`src/rtl/serial_servo_command_parser_defines.svh`:
```
// assertion macros shared by the servo command parser rtl
`ifndef SERIAL_SERVO_COMMAND_PARSER_DEFINES_SVH
`define SERIAL_SERVO_COMMAND_PARSER_DEFINES_SVH

// same-cycle implication, checked outside reset
`define SRVP_ASSERT_NOW(label, clk, rst, ante, cons) \
   label: assert property (@(posedge clk) disable iff (rst) (ante) |-> (cons)) \
      else $error("servo parser assertion failed");

// next-cycle implication, checked outside reset
`define SRVP_ASSERT_NEXT(label, clk, rst, ante, cons) \
   label: assert property (@(posedge clk) disable iff (rst) (ante) |=> (cons)) \
      else $error("servo parser assertion failed");

`endif

```
`src/rtl/srvp_pkg.sv`:
```
// types, character codes and compare tables of the servo command parser
package srvp_pkg;

   typedef enum logic [1:0] {
      STAT_NONE  = 2'd0,
      STAT_SERVO = 2'd1,
      STAT_HELP  = 2'd2,
      STAT_ERROR = 2'd3
   } status_type;

   typedef enum logic [3:0] {
      PH_SPACE  = 4'b0001,
      PH_SIGN   = 4'b0010,
      PH_DIGITS = 4'b0100,
      PH_DONE   = 4'b1000
   } phase_type;

   typedef struct packed {
      logic       echo_valid;
      logic       line_done;
      status_type status;
      logic [1:0] servo_index;
      logic [7:0] angle;
   } judge_type;

   localparam logic [7:0] CHAR_NUL    = 8'h00;
   localparam logic [7:0] CHAR_TAB    = 8'h09;
   localparam logic [7:0] CHAR_LF     = 8'h0a;
   localparam logic [7:0] CHAR_VT     = 8'h0b;
   localparam logic [7:0] CHAR_FF     = 8'h0c;
   localparam logic [7:0] CHAR_CR     = 8'h0d;
   localparam logic [7:0] CHAR_SP     = 8'h20;
   localparam logic [7:0] CHAR_PLUS   = 8'h2b;
   localparam logic [7:0] CHAR_MINUS  = 8'h2d;
   localparam logic [7:0] CHAR_0      = 8'h30;
   localparam logic [7:0] CHAR_1      = 8'h31;
   localparam logic [7:0] CHAR_4      = 8'h34;
   localparam logic [7:0] CHAR_9      = 8'h39;
   localparam logic [7:0] CHAR_EQ     = 8'h3d;
   localparam logic [7:0] CHAR_UP_E   = 8'h45;
   localparam logic [7:0] CHAR_UP_H   = 8'h48;
   localparam logic [7:0] CHAR_UP_L   = 8'h4c;
   localparam logic [7:0] CHAR_UP_P   = 8'h50;
   localparam logic [7:0] CHAR_UP_S   = 8'h53;
   localparam logic [7:0] CHAR_LOW_A  = 8'h61;
   localparam logic [7:0] CHAR_LOW_Z  = 8'h7a;
   localparam logic [7:0] CASE_OFFSET = 8'h20;

   localparam int         ANGLE_MAX   = 180;
   localparam logic [7:0] ANGLE_LIMIT = 8'(ANGLE_MAX);

   localparam int WIDE_BASE   = 2000;
   localparam int WIDE_SPAN   = 3250;
   localparam int NARROW_BASE = 20;
   localparam int NARROW_SPAN = 35;

   typedef logic [12:0] cmp_table_type [256];

   // expected character of the help keyword at a line position
   function automatic logic [7:0] help_char(input logic [1:0] pos);
      logic [7:0] c;
      unique case (pos)
         2'd0:    c = CHAR_UP_H;
         2'd1:    c = CHAR_UP_E;
         2'd2:    c = CHAR_UP_L;
         default: c = CHAR_UP_P;
      endcase
      return c;
   endfunction

   // compare value for every clamped angle, evaluated at elaboration
   function automatic cmp_table_type build_cmp_table(input int base, input int span);
      cmp_table_type t;
      int            a;
      for (int i = 0; i < 256; i++) begin
         a    = (i > ANGLE_MAX) ? ANGLE_MAX : i;
         t[i] = 13'(base + (a * span) / ANGLE_MAX);
      end
      return t;
   endfunction

   localparam cmp_table_type WIDE_CMP   = build_cmp_table(WIDE_BASE, WIDE_SPAN);
   localparam cmp_table_type NARROW_CMP = build_cmp_table(NARROW_BASE, NARROW_SPAN);

endpackage

```
`src/rtl/srvp_line.sv`:
```
// per-line parse state: keyword and prefix match, atoi-style number, line judgment
module srvp_line #(
   parameter int LINE_CAPACITY = 16
) (
   input  logic                clock,
   input  logic                reset,
   input  logic                advance,
   input  logic [7:0]          rx_char,
   output srvp_pkg::judge_type judge
);
   import srvp_pkg::*;

   `include "serial_servo_command_parser_defines.svh"

   localparam int CNT_W = $clog2(LINE_CAPACITY);

   logic [CNT_W-1:0] count_ff, count_in;
   logic             ended_ff, ended_in;
   logic             help_ff, help_in;
   logic             prefix_ff, prefix_in;
   logic [1:0]       servo_ff, servo_in;
   phase_type        phase_ff, phase_in;
   logic             neg_ff, neg_in;
   logic [7:0]       low_ff, low_in;

   logic       is_eol;
   logic [7:0] upper;
   logic       has_room;
   logic       now_ended;
   logic       is_digit;
   logic       is_space;
   logic       is_sign;
   logic [7:0] digit_val;
   logic [7:0] a_raw;
   logic [7:0] a_clamped;
   logic       long_enough;
   status_type status;

   assign is_eol    = (rx_char == CHAR_CR) || (rx_char == CHAR_LF);
   assign upper     = ((rx_char >= CHAR_LOW_A) && (rx_char <= CHAR_LOW_Z)) ?
                      (rx_char - CASE_OFFSET) : rx_char;
   assign has_room  = count_ff < CNT_W'(LINE_CAPACITY - 1);
   assign now_ended = ended_ff || (upper == CHAR_NUL);
   assign is_digit  = (upper >= CHAR_0) && (upper <= CHAR_9);
   assign is_space  = (upper == CHAR_SP) || (upper == CHAR_TAB) ||
                      (upper == CHAR_VT) || (upper == CHAR_FF);
   assign is_sign   = (upper == CHAR_PLUS) || (upper == CHAR_MINUS);
   assign digit_val = upper - CHAR_0;

   always_comb begin
      count_in  = count_ff;
      ended_in  = ended_ff;
      help_in   = help_ff;
      prefix_in = prefix_ff;
      servo_in  = servo_ff;
      phase_in  = phase_ff;
      neg_in    = neg_ff;
      low_in    = low_ff;
      if (advance) begin
         if (is_eol) begin
            count_in  = '0;
            ended_in  = 1'b0;
            help_in   = 1'b1;
            prefix_in = 1'b1;
            servo_in  = 2'd0;
            phase_in  = PH_SPACE;
            neg_in    = 1'b0;
            low_in    = 8'd0;
         end else if (has_room) begin
            count_in = count_ff + CNT_W'(1);
            ended_in = now_ended;
            if (now_ended) begin
               if (count_ff < CNT_W'(4)) begin
                  help_in   = 1'b0;
                  prefix_in = 1'b0;
               end
               phase_in = PH_DONE;
            end else begin
               if (count_ff < CNT_W'(4)) begin
                  if (upper != help_char(count_ff[1:0])) begin
                     help_in = 1'b0;
                  end
               end else begin
                  help_in = 1'b0;
               end
               if ((count_ff == CNT_W'(0)) && (upper != CHAR_UP_S)) begin
                  prefix_in = 1'b0;
               end
               if (count_ff == CNT_W'(1)) begin
                  if ((upper >= CHAR_1) && (upper <= CHAR_4)) begin
                     servo_in = 2'(upper - CHAR_1);
                  end else begin
                     prefix_in = 1'b0;
                  end
               end
               if ((count_ff == CNT_W'(2)) && (upper != CHAR_EQ)) begin
                  prefix_in = 1'b0;
               end
               // number after the '=' sign
               if (count_ff >= CNT_W'(3)) begin
                  unique case (phase_ff) inside
                     PH_SPACE: begin
                        if (is_space) begin
                           phase_in = PH_SPACE;
                        end else if (is_sign) begin
                           neg_in   = (upper == CHAR_MINUS);
                           phase_in = PH_SIGN;
                        end else if (is_digit) begin
                           low_in   = 8'(low_ff * 8'd10 + digit_val);
                           phase_in = PH_DIGITS;
                        end else begin
                           phase_in = PH_DONE;
                        end
                     end
                     PH_SIGN, PH_DIGITS: begin
                        if (is_digit) begin
                           low_in   = 8'(low_ff * 8'd10 + digit_val);
                           phase_in = PH_DIGITS;
                        end else begin
                           phase_in = PH_DONE;
                        end
                     end
                     default: phase_in = PH_DONE;
                  endcase
               end
            end
         end
      end
   end

   always_ff @(posedge clock) begin
      if (reset) begin
         count_ff  <= '0;
         ended_ff  <= 1'b0;
         help_ff   <= 1'b1;
         prefix_ff <= 1'b1;
         servo_ff  <= 2'd0;
         phase_ff  <= PH_SPACE;
         neg_ff    <= 1'b0;
         low_ff    <= 8'd0;
      end else begin
         count_ff  <= count_in;
         ended_ff  <= ended_in;
         help_ff   <= help_in;
         prefix_ff <= prefix_in;
         servo_ff  <= servo_in;
         phase_ff  <= phase_in;
         neg_ff    <= neg_in;
         low_ff    <= low_in;
      end
   end

   // judgment of the line ended by this byte
   assign a_raw       = neg_ff ? (8'd0 - low_ff) : low_ff;
   assign a_clamped   = (a_raw > ANGLE_LIMIT) ? ANGLE_LIMIT : a_raw;
   assign long_enough = count_ff >= CNT_W'(4);

   always_comb begin
      if (!is_eol || (count_ff == '0)) begin
         status = STAT_NONE;
      end else if (help_ff && long_enough) begin
         status = STAT_HELP;
      end else if (prefix_ff && long_enough) begin
         status = STAT_SERVO;
      end else begin
         status = STAT_ERROR;
      end
   end

   assign judge.echo_valid  = !is_eol;
   assign judge.line_done   = is_eol && (count_ff != '0);
   assign judge.status      = status;
   assign judge.servo_index = (status == STAT_SERVO) ? servo_ff : 2'd0;
   assign judge.angle       = (status == STAT_SERVO) ? a_clamped : 8'd0;

   `SRVP_ASSERT_NOW(a_count_bounded, clock, reset, 1'b1, count_ff <= CNT_W'(LINE_CAPACITY - 1))
   `SRVP_ASSERT_NEXT(a_eol_clears_line, clock, reset, advance && is_eol,
      (count_ff == '0) && help_ff && prefix_ff && (phase_ff == PH_SPACE))

endmodule

```
`src/rtl/serial_servo_command_parser.sv`:
```
// Serial servo command parser. One result beat leaves for every received byte, in order.
// A byte accepted on req_ is held in an input register, judged against the line state,
// and its result is registered on rsp_ in the output register: throughput is one byte per clock
// while rsp_ does not stall, set by these two register stages with the line state
// updated as the byte leaves the input register. A stalled rsp_ side fills the output
// register and then the input register before req_stall rises. CR or LF ends a line;
// a non-empty line reports help, a servo setting with its compare value, or an error.
module serial_servo_command_parser #(
   parameter int LINE_CAPACITY = 16
) (
   input  logic        clock,
   input  logic        reset,
   input  logic        req_valid,
   output logic        req_stall,
   input  logic [7:0]  req_rx_char,
   output logic        rsp_valid,
   input  logic        rsp_stall,
   output logic        rsp_echo_valid,
   output logic [7:0]  rsp_echo_char,
   output logic        rsp_line_done,
   output logic [1:0]  rsp_status,
   output logic [1:0]  rsp_servo_index,
   output logic [7:0]  rsp_angle,
   output logic [12:0] rsp_compare_value
);
   import srvp_pkg::*;

   `include "serial_servo_command_parser_defines.svh"

   logic        s1_valid_ff, s1_valid_in;
   logic [7:0]  s1_char_ff;
   logic        out_valid_ff, out_valid_in;
   logic        out_echo_valid_ff;
   logic [7:0]  out_echo_char_ff;
   logic        out_line_done_ff;
   logic [1:0]  out_status_ff;
   logic [1:0]  out_servo_ff;
   logic [7:0]  out_angle_ff;
   logic [12:0] out_cmp_ff;

   logic        out_ready;
   logic        advance;
   logic        take;
   judge_type   judge;
   logic [12:0] cmp_value;

   assign out_ready = !out_valid_ff || !rsp_stall;
   assign advance   = s1_valid_ff && out_ready;
   assign req_stall = s1_valid_ff && !out_ready;
   assign take      = req_valid && !req_stall;

   assign s1_valid_in  = take || (s1_valid_ff && !out_ready);
   assign out_valid_in = advance || (out_valid_ff && rsp_stall);

   srvp_line #(
      .LINE_CAPACITY(LINE_CAPACITY)
   ) u_line (
      .clock  (clock),
      .reset  (reset),
      .advance(advance),
      .rx_char(s1_char_ff),
      .judge  (judge)
   );

   // servos 1 and 2 use the wide pulse range, 3 and 4 the narrow one
   always_comb begin
      if (judge.status != STAT_SERVO) begin
         cmp_value = 13'd0;
      end else if (judge.servo_index[1]) begin
         cmp_value = NARROW_CMP[judge.angle];
      end else begin
         cmp_value = WIDE_CMP[judge.angle];
      end
   end

   always_ff @(posedge clock) begin
      if (reset) begin
         s1_valid_ff  <= 1'b0;
         out_valid_ff <= 1'b0;
      end else begin
         s1_valid_ff  <= s1_valid_in;
         out_valid_ff <= out_valid_in;
      end
   end

   always_ff @(posedge clock) begin
      if (take) begin
         s1_char_ff <= req_rx_char;
      end
      if (advance) begin
         out_echo_valid_ff <= judge.echo_valid;
         out_echo_char_ff  <= judge.echo_valid ? s1_char_ff : 8'd0;
         out_line_done_ff  <= judge.line_done;
         out_status_ff     <= judge.status;
         out_servo_ff      <= judge.servo_index;
         out_angle_ff      <= judge.angle;
         out_cmp_ff        <= cmp_value;
      end
   end

   assign rsp_valid         = out_valid_ff;
   assign rsp_echo_valid    = out_echo_valid_ff;
   assign rsp_echo_char     = out_echo_char_ff;
   assign rsp_line_done     = out_line_done_ff;
   assign rsp_status        = out_status_ff;
   assign rsp_servo_index   = out_servo_ff;
   assign rsp_angle         = out_angle_ff;
   assign rsp_compare_value = out_cmp_ff;

   `SRVP_ASSERT_NOW(a_stall_needs_beat, clock, reset, req_stall, s1_valid_ff && out_valid_ff)
   `SRVP_ASSERT_NOW(a_done_not_echoed, clock, reset, rsp_valid && rsp_line_done,
      !rsp_echo_valid && (rsp_status != STAT_NONE))
   `SRVP_ASSERT_NOW(a_servo_cmp_range, clock, reset, rsp_valid && (rsp_status == STAT_SERVO),
      (rsp_compare_value >= 13'd20) && (rsp_compare_value <= 13'd5250) &&
      (rsp_angle <= ANGLE_LIMIT))
   `SRVP_ASSERT_NOW(a_idle_fields_zero, clock, reset, rsp_valid && (rsp_status != STAT_SERVO),
      (rsp_compare_value == 13'd0) && (rsp_angle == 8'd0) && (rsp_servo_index == 2'd0))

endmodule
```
`config.mk`:
```
export PLATFORM = sky130hd
export DESIGN_NAME = serial_servo_command_parser
export DESIGN_NICKNAME = d
export VERILOG_FILES = /design/src/rtl/srvp_pkg.sv /design/src/rtl/srvp_line.sv /design/src/rtl/serial_servo_command_parser.sv
export VERILOG_INCLUDE_DIRS = /design/src /design/src/rtl
export SDC_FILE = /design/constraint.sdc
export NUM_CORES = 1
export LEC_CHECK = 0
export BUFFER_PORTS_ARGS = -buffer_cell sky130_fd_sc_hd__clkbuf_2
export CAP_MARGIN = 15
export CELL_PAD_IN_SITES_DETAIL_PLACEMENT = 1
export CELL_PAD_IN_SITES_GLOBAL_PLACEMENT = 1
export CORE_MARGIN = 1.5
export CORE_UTILIZATION = 40
export CTS_BUF_LIST = sky130_fd_sc_hd__clkbuf_8
export DETAILED_ROUTE_END_ITERATION = 8
export PLACE_DENSITY_LB_ADDON = 0.1
export RECOVER_POWER = 100
export SETUP_SLACK_MARGIN = 0.05
export SLEW_MARGIN = 30
export SYNTH_ARGS = -nofsm -noshare
export SYNTH_HDL_FRONTEND = slang
export SYNTH_HIERARCHICAL = 1
export SYNTH_SLANG_ARGS = --single-unit
```
`constraint.sdc`:
```
create_clock -name clock -period 11.9 [get_ports clock]
set_input_delay 0.595 -clock clock [delete_from_list [all_inputs] [get_ports clock]]
set_output_delay 0.595 -clock clock [all_outputs]
set_load 0.1 [all_outputs]
```
Word level (Yosys, flattened, before mapping)

Memories as Yosys holds them, arrays and structs flattened.
Index checks and enable logic that the tools add are counted.

Memories: 2
Flip-flop bits (word level): 67
Bits in read-only memories: 6656
Output and inout bits: 37
Input bits: 12
Word-level logic and storage cells: 178

Memory list:

| name            | words | bits a word | rd ports | clocked after Yosys merged registers in | wr ports | line                              | RTL |
|---|---|---|---|---|---|---|---|
| (no name shown) | 256   | 13          | 1        | 0                                       | 0        | serial_servo_command_parser.sv:72 | `cmp_value = WIDE_CMP[judge.angle];` |
| (no name shown) | 256   | 13          | 1        | 0                                       | 0        | serial_servo_command_parser.sv:70 | `cmp_value = NARROW_CMP[judge.angle];` |

Multiplexer cells: 64
$lt $le $gt $ge: 12
Add/subtract/negate cells: 6
Multipliers: 1
Reductions and logical operators: 47
Bitwise logic cells: 1
Equality and inequality tests: 26

Operators with widths:

| kind                                                                             | number |
|---|---|
| 8-bit two-way mux                                                                | 16 |
| 13-bit two-way mux                                                               | 5 |
| 8-bit by 4-bit == test with 1-bit output, second input constant                  | 5 |
| 4-bit two-way mux                                                                | 9 |
| 8-bit by 6-bit == test with 1-bit output, second input constant                  | 3 |
| 1-bit two-way mux                                                                | 22 |
| 2-bit two-way mux                                                                | 9 |
| 8-bit by 6-bit >= comparator with 1-bit output, second input constant            | 2 |
| 8-bit by 6-bit less-or-equal comparator with 1-bit output, second input constant | 2 |
| 8-bit one-hot mux with 2 select lines                                            | 1 |
| 8-bit by 6-bit subtractor with 8-bit output, second input constant               | 2 |
| 5-bit one-hot mux with 3 select lines                                            | 1 |
| 7-bit AND reduction                                                              | 2 |
| 1-bit logical AND                                                                | 12 |
| 2-bit nonzero test                                                               | 6 |
| 1-bit logical OR                                                                 | 10 |
| 9-bit >= comparator, second input constant                                       | 1 |
| 3-bit by 2-bit != test with 1-bit output, second input constant                  | 3 |
| 8-bit NOT with 9-bit output                                                      | 1 |
| 8-bit adder                                                                      | 1 |
| 4-bit by 1-bit == test with 1-bit output, second input constant                  | 2 |
| 4-bit by 2-bit == test with 1-bit output, second input constant                  | 2 |
| 8-bit by 7-bit >= comparator with 1-bit output, second input constant            | 1 |
| 8-bit greater-than comparator, second input constant                             | 1 |
| other kinds (29)                                                                 | 38 |

Logic depth before layout (Yosys ltp)

Gate-level depths: netlist of the first run.

Depth after elaboration: 15
Mapped depth: 20
Depth with buffers taken out: 18

Modules after synthesis

The synthesis of the first run kept the hierarchy.

Modules (own cells, without submodules):

| module                      | times used | sequential area each (µm²) | cells each | area an instance (µm²) |
|---|---|---|---|---|
| serial_servo_command_parser | 1          | 1331.3                     | 457        | 3865.0 |
| srvp_line                   | 1          | 440.4                      | 293        | 2397.3 |

Least setup slack after synthesis of the first run

No wires, ideal clock.

Kind: reg2reg
Start: register out_valid_ff (netlist: rsp_valid)
End: register u_line.low_ff[0]
Data required time: 11.783 ns
Slack: 6.765 ns
Data arrival time: 5.018 ns
Stages on the path, launching flop included: 6
Period minus slack after synthesis: 5.135 ns
Library setup time: 0.117 ns
Path buffers: 1
Cell sequence: dfxtp_1 > a21boi_0 > a21oi_1 > and2_1 > buf_2 > a22o_1

Cells in the longest elaborated chain, start to end: 4

Ends and longest elaborated chain:

| what                                 | line                              | RTL |
|---|---|---|
| from (decl)                          | serial_servo_command_parser.sv:32 | `logic out_valid_ff, out_valid_in;` |
| from (signal assigned)               | serial_servo_command_parser.sv:82 | `out_valid_ff <= out_valid_in;` |
| 1-bit zero test                      | serial_servo_command_parser.sv:47 | `assign out_ready = !out_valid_ff \|\| !rsp_stall;` |
| 1-bit logical OR                     | serial_servo_command_parser.sv:47 |  |
| 1-bit logical AND                    | serial_servo_command_parser.sv:48 | `assign advance = s1_valid_ff && out_ready;` |
| via advance                          | serial_servo_command_parser.sv:42 | `logic advance;` |
| 7-bit AND reduction (no source line) | n/a                               |  |
| to (signal assigned)                 | srvp_line.sv:149                  | `low_ff <= low_in;` |
| to (decl)                            | srvp_line.sv:24                   | `logic [7:0] low_ff, low_in;` |

The timed path passes the listed nets, and every way through them passes these cells.
A chain may end at the register's enable or synchronous reset.

==> reports/results.ini, run 1 <==
[sta]
rsz0062_at_grt=no
worst_pin_slew_ns=3.170
final-hold-violation-count=0
setup_viol=0
post-route-min-period_ns=7.361
post-route-period-util_pct=61.86
fin_ws_ns=4.539
finalSetupTns_ns=0
finalMaxSlewViolations=368
finalClockSkew_ns=0.01763
slew_headroom_pct=-111.3
fmax_mhz=135.9

[detailed_routing]
final_antenna_net_count=0
drt_first_pass_iters=5
viasPerCell=6.096
drt_wl_total_um=20810
drc=0
dr_total_vias=5956
initialDrtViolationCount=555
wl_per_cell_um=21.30

[critical_path]
path_class=reg -> reg
crit_path_end_kind=register
crit_required_ns=12.11
worstReg2RegStart=u_line/low_ff[1]
arrival_ns=7.57
startpoint_type=register
startpoint=u_line/low_ff[1]
cp_max_fo=75

[yosys]
yosysTopAreaCellShare_pct=20.62
synth-edff-count=43
syn_nets=816
synth_area_per_cell_um2=8.350
ys_ff_latch=67
syn_inst=750
yosysUniqueCellTypes=82
synth_area_um2=6262
synthFlopType=edfxtp_1
synth.area.top_cells=edfxtp_1 (21%), ha_1 (10%), dfxtp_1 (7.7%), nor2_1 (4.3%), a21oi_1 (4.2%)
ys_seq_area_share_pct=28.29
ys.warnings.count=6
synth_top_cell_by_area=edfxtp_1
ys_async_sr_fraction_pct=0

[placed_design]
dpl_worst_slack_ns=6.615
gp_congestion=0.8891
io_buffer_count=48
dp_hpwl_um=14640

[layout]
final_common_cell=nor2_1
multi_input_area_um2=4081
final_cell_mix=nor2_1 (69), nand2_1 (55), o21ai_0 (52), ha_1 (52), a21oi_1 (51)
drive_gt1_share_pct=6.658
diodes=0
final_net_count=827
area_delta_synth_final_pct=6.813
register_area_um2=1772
fill_cells=1839

[clock_tree]
h-tree-depth=3
clk_path_buf_depth=2
cts_buffers=9
hold_buffers=0
root_buffer=clkbuf_8
clkLatencyLatePin_ns=0.37
ctsResizeCount=0
cts_tree=done
clk_pin_slew_worst_paths_ns=0.08
cts_setup_buffers=0
clock_sink_count=67

[grt]
grt-ovfl-total=0
grt_first_pass_wirelength_um=32900
grt_max_degree=76
grt_use_total_pct=25.82
grt_pass1_vias=5780
grt_antenna_before_repair=0

[floorplanning]
die_h_um=128.1
dieArea_um2=16410
ios=49
initial_utilization_pct=41.04
core.rowCount=45
design.core.area_um2=15260
die_x_um=128.1

[power]
p_leak_nw=2.436
cellPowerDensity_nw_per_um2=80.04
ir_worst_vdd_v=0.00006326

[hold_path]
worstHoldPathType=in -> reg
hp-start=req_rx_char[3]

[status]
violations=max-capacitance violations, max-slew violations
status=complete, but fails checks

[flow_run]
cap_viol_max_count=7

sequential cells by signal (all words and copies together), names as in the netlist, 2 cells and up:
signal and cells:
rsp_angle 8, rsp_compare_value 13, rsp_echo_char 8, rsp_servo_index 2, rsp_status 2, s1_char_ff 8, u_line/count_ff 4, u_line/low_ff 8
u_line/phase_ff 4, u_line/servo_ff 2
Yosys cell counts (4+ instances only):
library cell and instances:
o21ai_0 51, a22o_1 9, nand4_1 12, nor3b_1 6
a21o_1 4, xnor2_1 13, nor4_1 5, xor2_1 13
a31oi_1 12, nand3b_1 5, and3_1 8, o21bai_1 4
a311oi_1 7, o221ai_1 5, or4_1 4, nor2b_1 13
a21boi_0 4, inv_1 35, clkbuf_1 18, dfxtp_1 24
nor3_1 12, o211ai_1 13, a22oi_1 4, buf_2 28
nand2b_1 14, buf_4 7, a211oi_1 13, edfxtp_1 43
a21oi_1 53, and2_1 18, o31ai_1 8, nand3_1 16
nor2_1 71, ha_1 52, or3_1 4, o21a_1 4
o311ai_0 4, nand2_1 55, o22ai_1 4, mux2i_1 9
report_power, final:
group	switching, mW	internal [mW]	total [mW]
clock network	0.0927	0.101	0.193
logic	0.0631	0.0152	0.0783
registers	0.00797	0.256	0.264
final timing paths:
kind	slack (ns)	cells after the start	end
hold / removal	0.40	1	s1_char_ff[3]
hold reg to reg	0.48	2	u_line/servo_ff[0]
setup reg to reg	4.54	13	rsp_compare_value[0]
setup / recovery	4.54	13	rsp_compare_value[0]
kinds of logic (layout without fill, tap and decap cells):
kind of cell	after synthesis	in the layout	share of synthesized area, %
and+or+nand+nor	262	262	22.02
xor gates and xnor gates	26	26	3.636
adders and majority gates	55	55	11.19
buffers and inverters	95	111	7.033
DFF	67	67	28.29
muxes	14	14	2.697
AOI/OAI and AO/OA	231	231	25.14
per-layer routing:
metal / share of wire, % / global-route usage [%] / wire, um
met1: 49 / 37.68 / 10130
met2: 44 / 39.41 / 9127
met3: 6.0 / 4.967 / 1243
met4: 1.5 / 5.684 / 302
met5: 0 / 0 / 0
final cells by class:
type | instances | share of cell area, %
inverter | 38 | 2.132
tap | 211 | 3.947
sequential | 67 | 26.49
clock inverter | 6 | 0.8605
multi-input combinational | 588 | 61.02
timing repair buffer | 57 | 3.498
clock buffer | 10 | 2.058
per-stage QoR:
| step | total power, mW | instances | instance area (um2) | utilization (%) | hold slack [ns] |
|---|---|---|---|---|---|
| 6_report | 0.5354 | 977 | 6689 | 43.84 | 0.4039 |
| 4_1_cts | 0.5447 | 977 | 6790 | 44.50 | 0.3862 |
| 5_1_grt | 0.5565 | 977 | 6689 | 43.84 | 0.3797 |
| 3_5_place_dp | 0.3492 | 961 | 6595 | 43.22 | 0.4730 |
| 2_1_floorplan | 0.3322 | 750 | 6262 | - | 0.4336 |
| 3_3_place_gp | 0.3474 | 961 | 6595 | 43.22 | 0.4594 |
worst max-delay path, cell delays in order (launching register included):
cell,delay [ns]
dfxtp_1,0.39
or3_1,0.46
a21oi_1,0.18
o32ai_1,0.11
a22oi_1,0.64
nand4_1,0.38
nor2_4,0.15
clkbuf_1,2.23
inv_1,1.33
nand2_1,0.50
o31ai_1,0.16
o41ai_1,0.28
a311oi_1,0.09
a21oi_1,0.24
Note: power is estimated with default switching activity, not from simulation.
==> run 2: changes to the inputs <==
clock period = 7 ns   (was 11.9 ns; I/O delays follow)
==> run 2 against run 1 <==
The flow still finishes with violations (max-capacitance violations, max-slew violations); setup slack got worse by 3.1 ns; maximum frequency up 31%; clock power up 58%; die area stayed put; first-iteration DRC count is 8.5% higher; wire length increased by 2.0%; largest power group unchanged; global-route usage is 0.58 points higher; non-clock buffer count grew 3; hold slack got worse by 0.25 ns.
==> reports/results.ini, run 2 (synthesis gave the netlist of run 1 again) <==
[status]
status=complete, but fails checks
violations=max-capacitance violations, max-slew violations

[clock_tree]
clock_sink_count=67
cts_setup_buffers=0
clk_pin_slew_worst_paths_ns=0.09
clkLatencyLatePin_ns=0.37
h-tree-depth=3
root_buffer=clkbuf_8
cts_buffers=9
clk_path_buf_depth=2
hold_buffers=0
ctsResizeCount=0
cts_tree=done

[grt]
met3_usage_pct=3.965
grt_first_pass_wirelength_um=33870
grt_max_degree=54
grt_pass1_vias=6042
grt-ovfl-total=0
top_usage_layer=met2
use_met2_pct=40.61
grt_use_total_pct=26.40
grt_antenna_before_repair=0
use_met1_pct=38.46

[detailed_routing]
dr_total_vias=6027
drc=0
drt_first_pass_iters=5
viasPerCell=6.150
drt_wl_total_um=21220
initialDrtViolationCount=602
wl_per_cell_um=21.65
final_antenna_net_count=0

[sta]
final-hold-violation-count=0
post-route-min-period_ns=5.598
setup_viol=0
finalMaxSlewViolations=98
rsz0062_at_grt=no
finalClockSkew_ns=0.01370
slew_headroom_pct=-50.60
post-route-period-util_pct=79.97
worst_pin_slew_ns=2.259
fmax_mhz=178.6
finalSetupTns_ns=0
hold_slack_ns=0.1502

[floorplanning]
initial_utilization_pct=41.04
core.rowCount=45
die_h_um=128.1
design.core.area_um2=15260
ios=49
die_x_um=128.1
dieArea_um2=16410

[layout]
final_cell_mix=nor2_1 (69), nand2_1 (55), a21oi_1 (53)
final_net_count=830
largest_reg_flops=13
final_common_cell=nor2_1
utilization_pct=43.87
final_area_um2=6694
diodes=0
area_delta_synth_final_pct=6.893
top_register=rsp_compare_value
drive_gt1_share_pct=7.412

[placed_design]
placed_area_um2=6618
dp_hpwl_um=15050
io_buffer_count=48
gp_congestion=0.9069

[power]
seqPwrFrac_pct=50.6
cellPowerDensity_nw_per_um2=132.5
intPower_uw=599.3
p_leak_nw=2.462
clock_power_share_pct=34.3
p_sw_uw=287.5
p_sw_share_pct=32.42
ir_worst_vdd_v=0.00009481
pwr-share-comb_pct=15.1

[hold_path]
min_to=s1_char_ff[4]
worstHoldPathType=in -> reg
hp-start=req_rx_char[4]
whs_path_depth=1

[critical_path]
cpLargestDelayFamily=compound AO/OA/AOI/OAI gates
startpoint_type=register
path_class=reg -> reg
r2r-end=rsp_compare_value[6]
max_stage_delay_ns=1.21
ff2ff_path_depth=11
crit_required_ns=7.09
regToRegSetupSlack_ns=1.40
worstReg2RegStart=s1_char_ff[1]
crit_path_top_delay_cell=a21oi_1
crit_path_end_kind=register
path_buf_inv=3
cp_max_fo=34
crit_top_cell=nand2_1
arrival_ns=5.69
path_cells=inv_1, ha_1, mux2_1, and3_1, nand2_1, a21oi_1, buf_4, clkbuf_1, mux4_2, o221ai_1, nand2_1

[flow_run]
cap_viol_max_count=3

## run 2: metrics by stage
| step | instances | power [mW] | setup WS [ns] |
|---|---|---|---|
| after floorplan | 750 | 0.5647 | 1.865 |
| after global placement | 964 | 0.5911 | 2.276 |
| after detailed placement | 964 | 0.5938 | 2.079 |
| after CTS | 980 | 0.8989 | 2.043 |
| after global routing | 980 | 0.9241 | 1.081 |
| final | 980 | 0.8869 | 1.402 |
## run 2: area by class of cell
type | count | area, um2
clock buffer | 10 | 137.6
timing repair buffer | 60 | 267.8
fill | 1884 | 8564
clock inverter | 6 | 40.04
multi-input combinational | 588 | 4070
tap | 211 | 264.0
inverter | 38 | 142.6
sequential | 67 | 1772
## run 2: routing by layer
metal	up-vias	part of all wire, %
li1	2794	-
met1	3008	49
met2	193	44
met3	32	5.1
met4	0	1.8
met5	-	0
## run 2: worst max path at each step
stage / start / endpoint / cells past startpoint
5_1_grt: s1_char_ff[1] / rsp_compare_value[6] / 11
3_3_place_gp: u_line/low_ff[0] / rsp_compare_value[1] / 17
6_report: s1_char_ff[1] / rsp_compare_value[6] / 11
2_1_floorplan: rsp_valid / u_line/low_ff[0] / 5
3_5_place_dp: u_line/low_ff[0] / rsp_compare_value[0] / 16
4_1_cts: u_line/low_ff[0] / rsp_compare_value[0] / 16
## run 2: power by group through the flow
stage | clock (mW) | combinational (mW) | sequential, mW
floorplan | 0 | 0.0485 | 0.516
global placement | 0 | 0.135 | 0.457
detailed placement | 0 | 0.137 | 0.457
CTS | 0.313 | 0.137 | 0.448
global route | 0.331 | 0.142 | 0.451
finish | 0.304 | 0.134 | 0.449
==> run 3: changes to the inputs <==
ABC_AREA = 1   (was not set)
clock period = 4.95 ns   (was 7 ns; I/O delays follow)
==> run 3 against run 2 <==
The flow still finishes with violations (max-capacitance violations, max-slew violations); register-to-register slack got worse by 0.91 ns; clock power increased by 92%; power increased by 61%; critical path depth increased by 9; non-clock buffer count increased by 6; first-iteration DRC count decreased by 29%; area after synthesis decreased by 1.2%; clock skew increased by 0.0078 ns; wire length increased by 10%; sequential power increased by 41%; utilization increased by 0.72 points; setup slack got worse by 0.91 ns; largest cell class unchanged.
==> reports/results.ini, run 3 <==
[status]
status=complete, but fails checks
violations=max-capacitance violations, max-slew violations

[sta]
rsz0062_at_grt=no
final-hold-violation-count=0
fmax_mhz=224.5
post-route-min-period_ns=4.454
worst_pin_slew_ns=2.231
post-route-period-util_pct=89.98
finalClockSkew_ns=0.02151
finalMaxSlewViolations=38
finalSetupTns_ns=0
slew_headroom_pct=-48.76
setup_viol=0

[clock_tree]
clk_pin_slew_worst_paths_ns=0.10
cts_buffers=9
ctsResizeCount=0
hold_buffers=0
h-tree-depth=3
clkLatencyLatePin_ns=0.37
cts_tree=done
clk_path_buf_depth=2
root_buffer=clkbuf_8
cts_setup_buffers=0
clock_sink_count=67

[critical_path]
crit_top_cell=nand2_1
path_cells=inv_1, ha_1, nand2_1, nand2_1, inv_1, nor2_1, buf_4, nand2_1, a21oi_2, clkbuf_1, ha_1, nand2_1, nand2_1, nor2_1, o21ai_0, nand4_1, nand2_1, nand2_1, nor2_1, nor2_1
path_class=reg -> reg
crit_path_end_kind=register
crit_path_top_delay_cell=clkbuf_1
cp_max_fo=25
max_stage_delay_ns=1.01
startpoint_type=register
crit_required_ns=5.09
arrival_ns=4.60

[layout]
final_net_count=1024
top_register=rsp_compare_value
final_common_cell=nand2_1
area_delta_synth_final_pct=9.183
largest_reg_flops=13
utilization_pct=44.59
diodes=0
final_cell_mix=nand2_1 (240), inv_1 (121), nor2_1 (105)
drive_gt1_share_pct=7.788

[grt]
grt_antenna_before_repair=0
grt-ovfl-total=0
grt_max_degree=38
grt_first_pass_wirelength_um=36490
grt_pass1_vias=6366
grt_use_total_pct=29.52

[placed_design]
gp_congestion=0.9191
io_buffer_count=48
dp_hpwl_um=17660

[yosys]
synth_area_um2=6186
syn_inst=915
syn_nets=981
yosysUniqueCellTypes=45
synth_area_per_cell_um2=6.761
synthFlopType=edfxtp_1
yosysTopAreaCellShare_pct=20.87
ys_async_sr_fraction_pct=0
synth-edff-count=43
ys.warnings.count=6
synth_common_cells=nand2_1 (239), inv_1 (119), nor2_1 (105)
yosysMostFrequentCell=nand2_1
synth_top_cell_by_area=edfxtp_1
ys_seq_area_share_pct=28.64
synth.area.top_cells=edfxtp_1 (21%), nand2_1 (15%), ha_1 (11%), dfxtp_1 (7.8%), inv_1 (7.2%)
ys_ff_latch=67

[power]
p_total_mw=1.426
p_leak_nw=3.216
ir_worst_vdd_v=0.0001707
cellPowerDensity_nw_per_um2=211.1

[detailed_routing]
drt_wl_total_um=23360
drc=0
viasPerCell=5.648
final_antenna_net_count=0
wl_per_cell_um=20.30
dr_total_vias=6501
drt_first_pass_iters=5
initialDrtViolationCount=427

[floorplanning]
ios=49
die_x_um=127.4
core.rowCount=45
dieArea_um2=16220
design.core.area_um2=15150
die_h_um=127.4
initial_utilization_pct=40.84

[hold_path]
worstHoldPathType=in -> reg

[flow_run]
cap_viol_max_count=1

-- run 3: changes by cell type after synthesis, sizes merged, moves of 13 or more --
cell	before	now
and2	18	0
nor2	71	113
nor2b	13	0
nand3	16	72
inv	37	128
buf	39	25
nand2b	14	0
nand2	55	249
-- run 3: path summary, 6_finish.rpt --
path / depth (start not counted) / slack (ns) / start / end
worst max register to register: 20 / 0.50 / s1_char_ff[1] / rsp_compare_value[1]
worst min-delay path: 1 / 0.06 / req_rx_char[6] / s1_char_ff[6]
worst min register to register: 2 / 0.49 / u_line/phase_ff[2] / u_line/phase_ff[2]
worst max-delay path: 20 / 0.50 / s1_char_ff[1] / rsp_compare_value[1]
-- run 3: cell type report --
type	count	area, um2
Fill cell	2048	8392
Multi-Input combinational cell	686	3710
Sequential cell	67	1772
Inverter	128	483.0
Timing Repair Buffer	66	305.3
Tap cell	188	235.2
Clock inverter	7	125.1
Clock buffer	9	123.9
-- run 3: through the flow --
step	hold WS [ns]	instance area [um2]	setup slack (ns)	instances
CTS	0.04228	6854	0.6988	1151
detailed placement	0.4271	6605	0.7284	1135
finish	0.06053	6754	0.4959	1151
floorplan	0.3166	6186	0.6690	915
global placement	0.4248	6605	0.8239	1135
global route	0.03844	6754	0.1173	1151
-- run 3: cell families (layout without fill, tap and decap cells) --
group / Yosys count / after routing / synth area share [%]
compound gates: 149 / 149 / 13.53
xor+xnor: 14 / 14 / 1.982
fa+ha+maj: 54 / 54 / 11.17
buf+inv: 162 / 210 / 11.37
flops: 67 / 67 / 28.64
simple gates: 469 / 469 / 33.31
-- run 3: metal layers --
metal  wire length (um)  up-vias  track usage (%)
met4                552        0            8.155
met3               1779       47            5.528
met5                  0        -                0
met1              11340     3099            44.48
li1                   -     3077                -
met2               9694      278            42.77
-- run 3: report_power, final --
part           switching (mW)  internal (mW)  leakage, nW
clock network           0.245          0.339        0.124
logic                   0.169         0.0406         2.49
registers              0.0173          0.616        0.606
-- run 3: worst max-delay path, delay by kind of cell, from the launching register on --
kind                       cells  cell delay, ns
buffers and inverters          4            1.48
and+or+nand+nor               12            1.23
adders and majority gates      2            0.63
DFF                            1            0.51
AOI/OAI and AO/OA              2            0.36
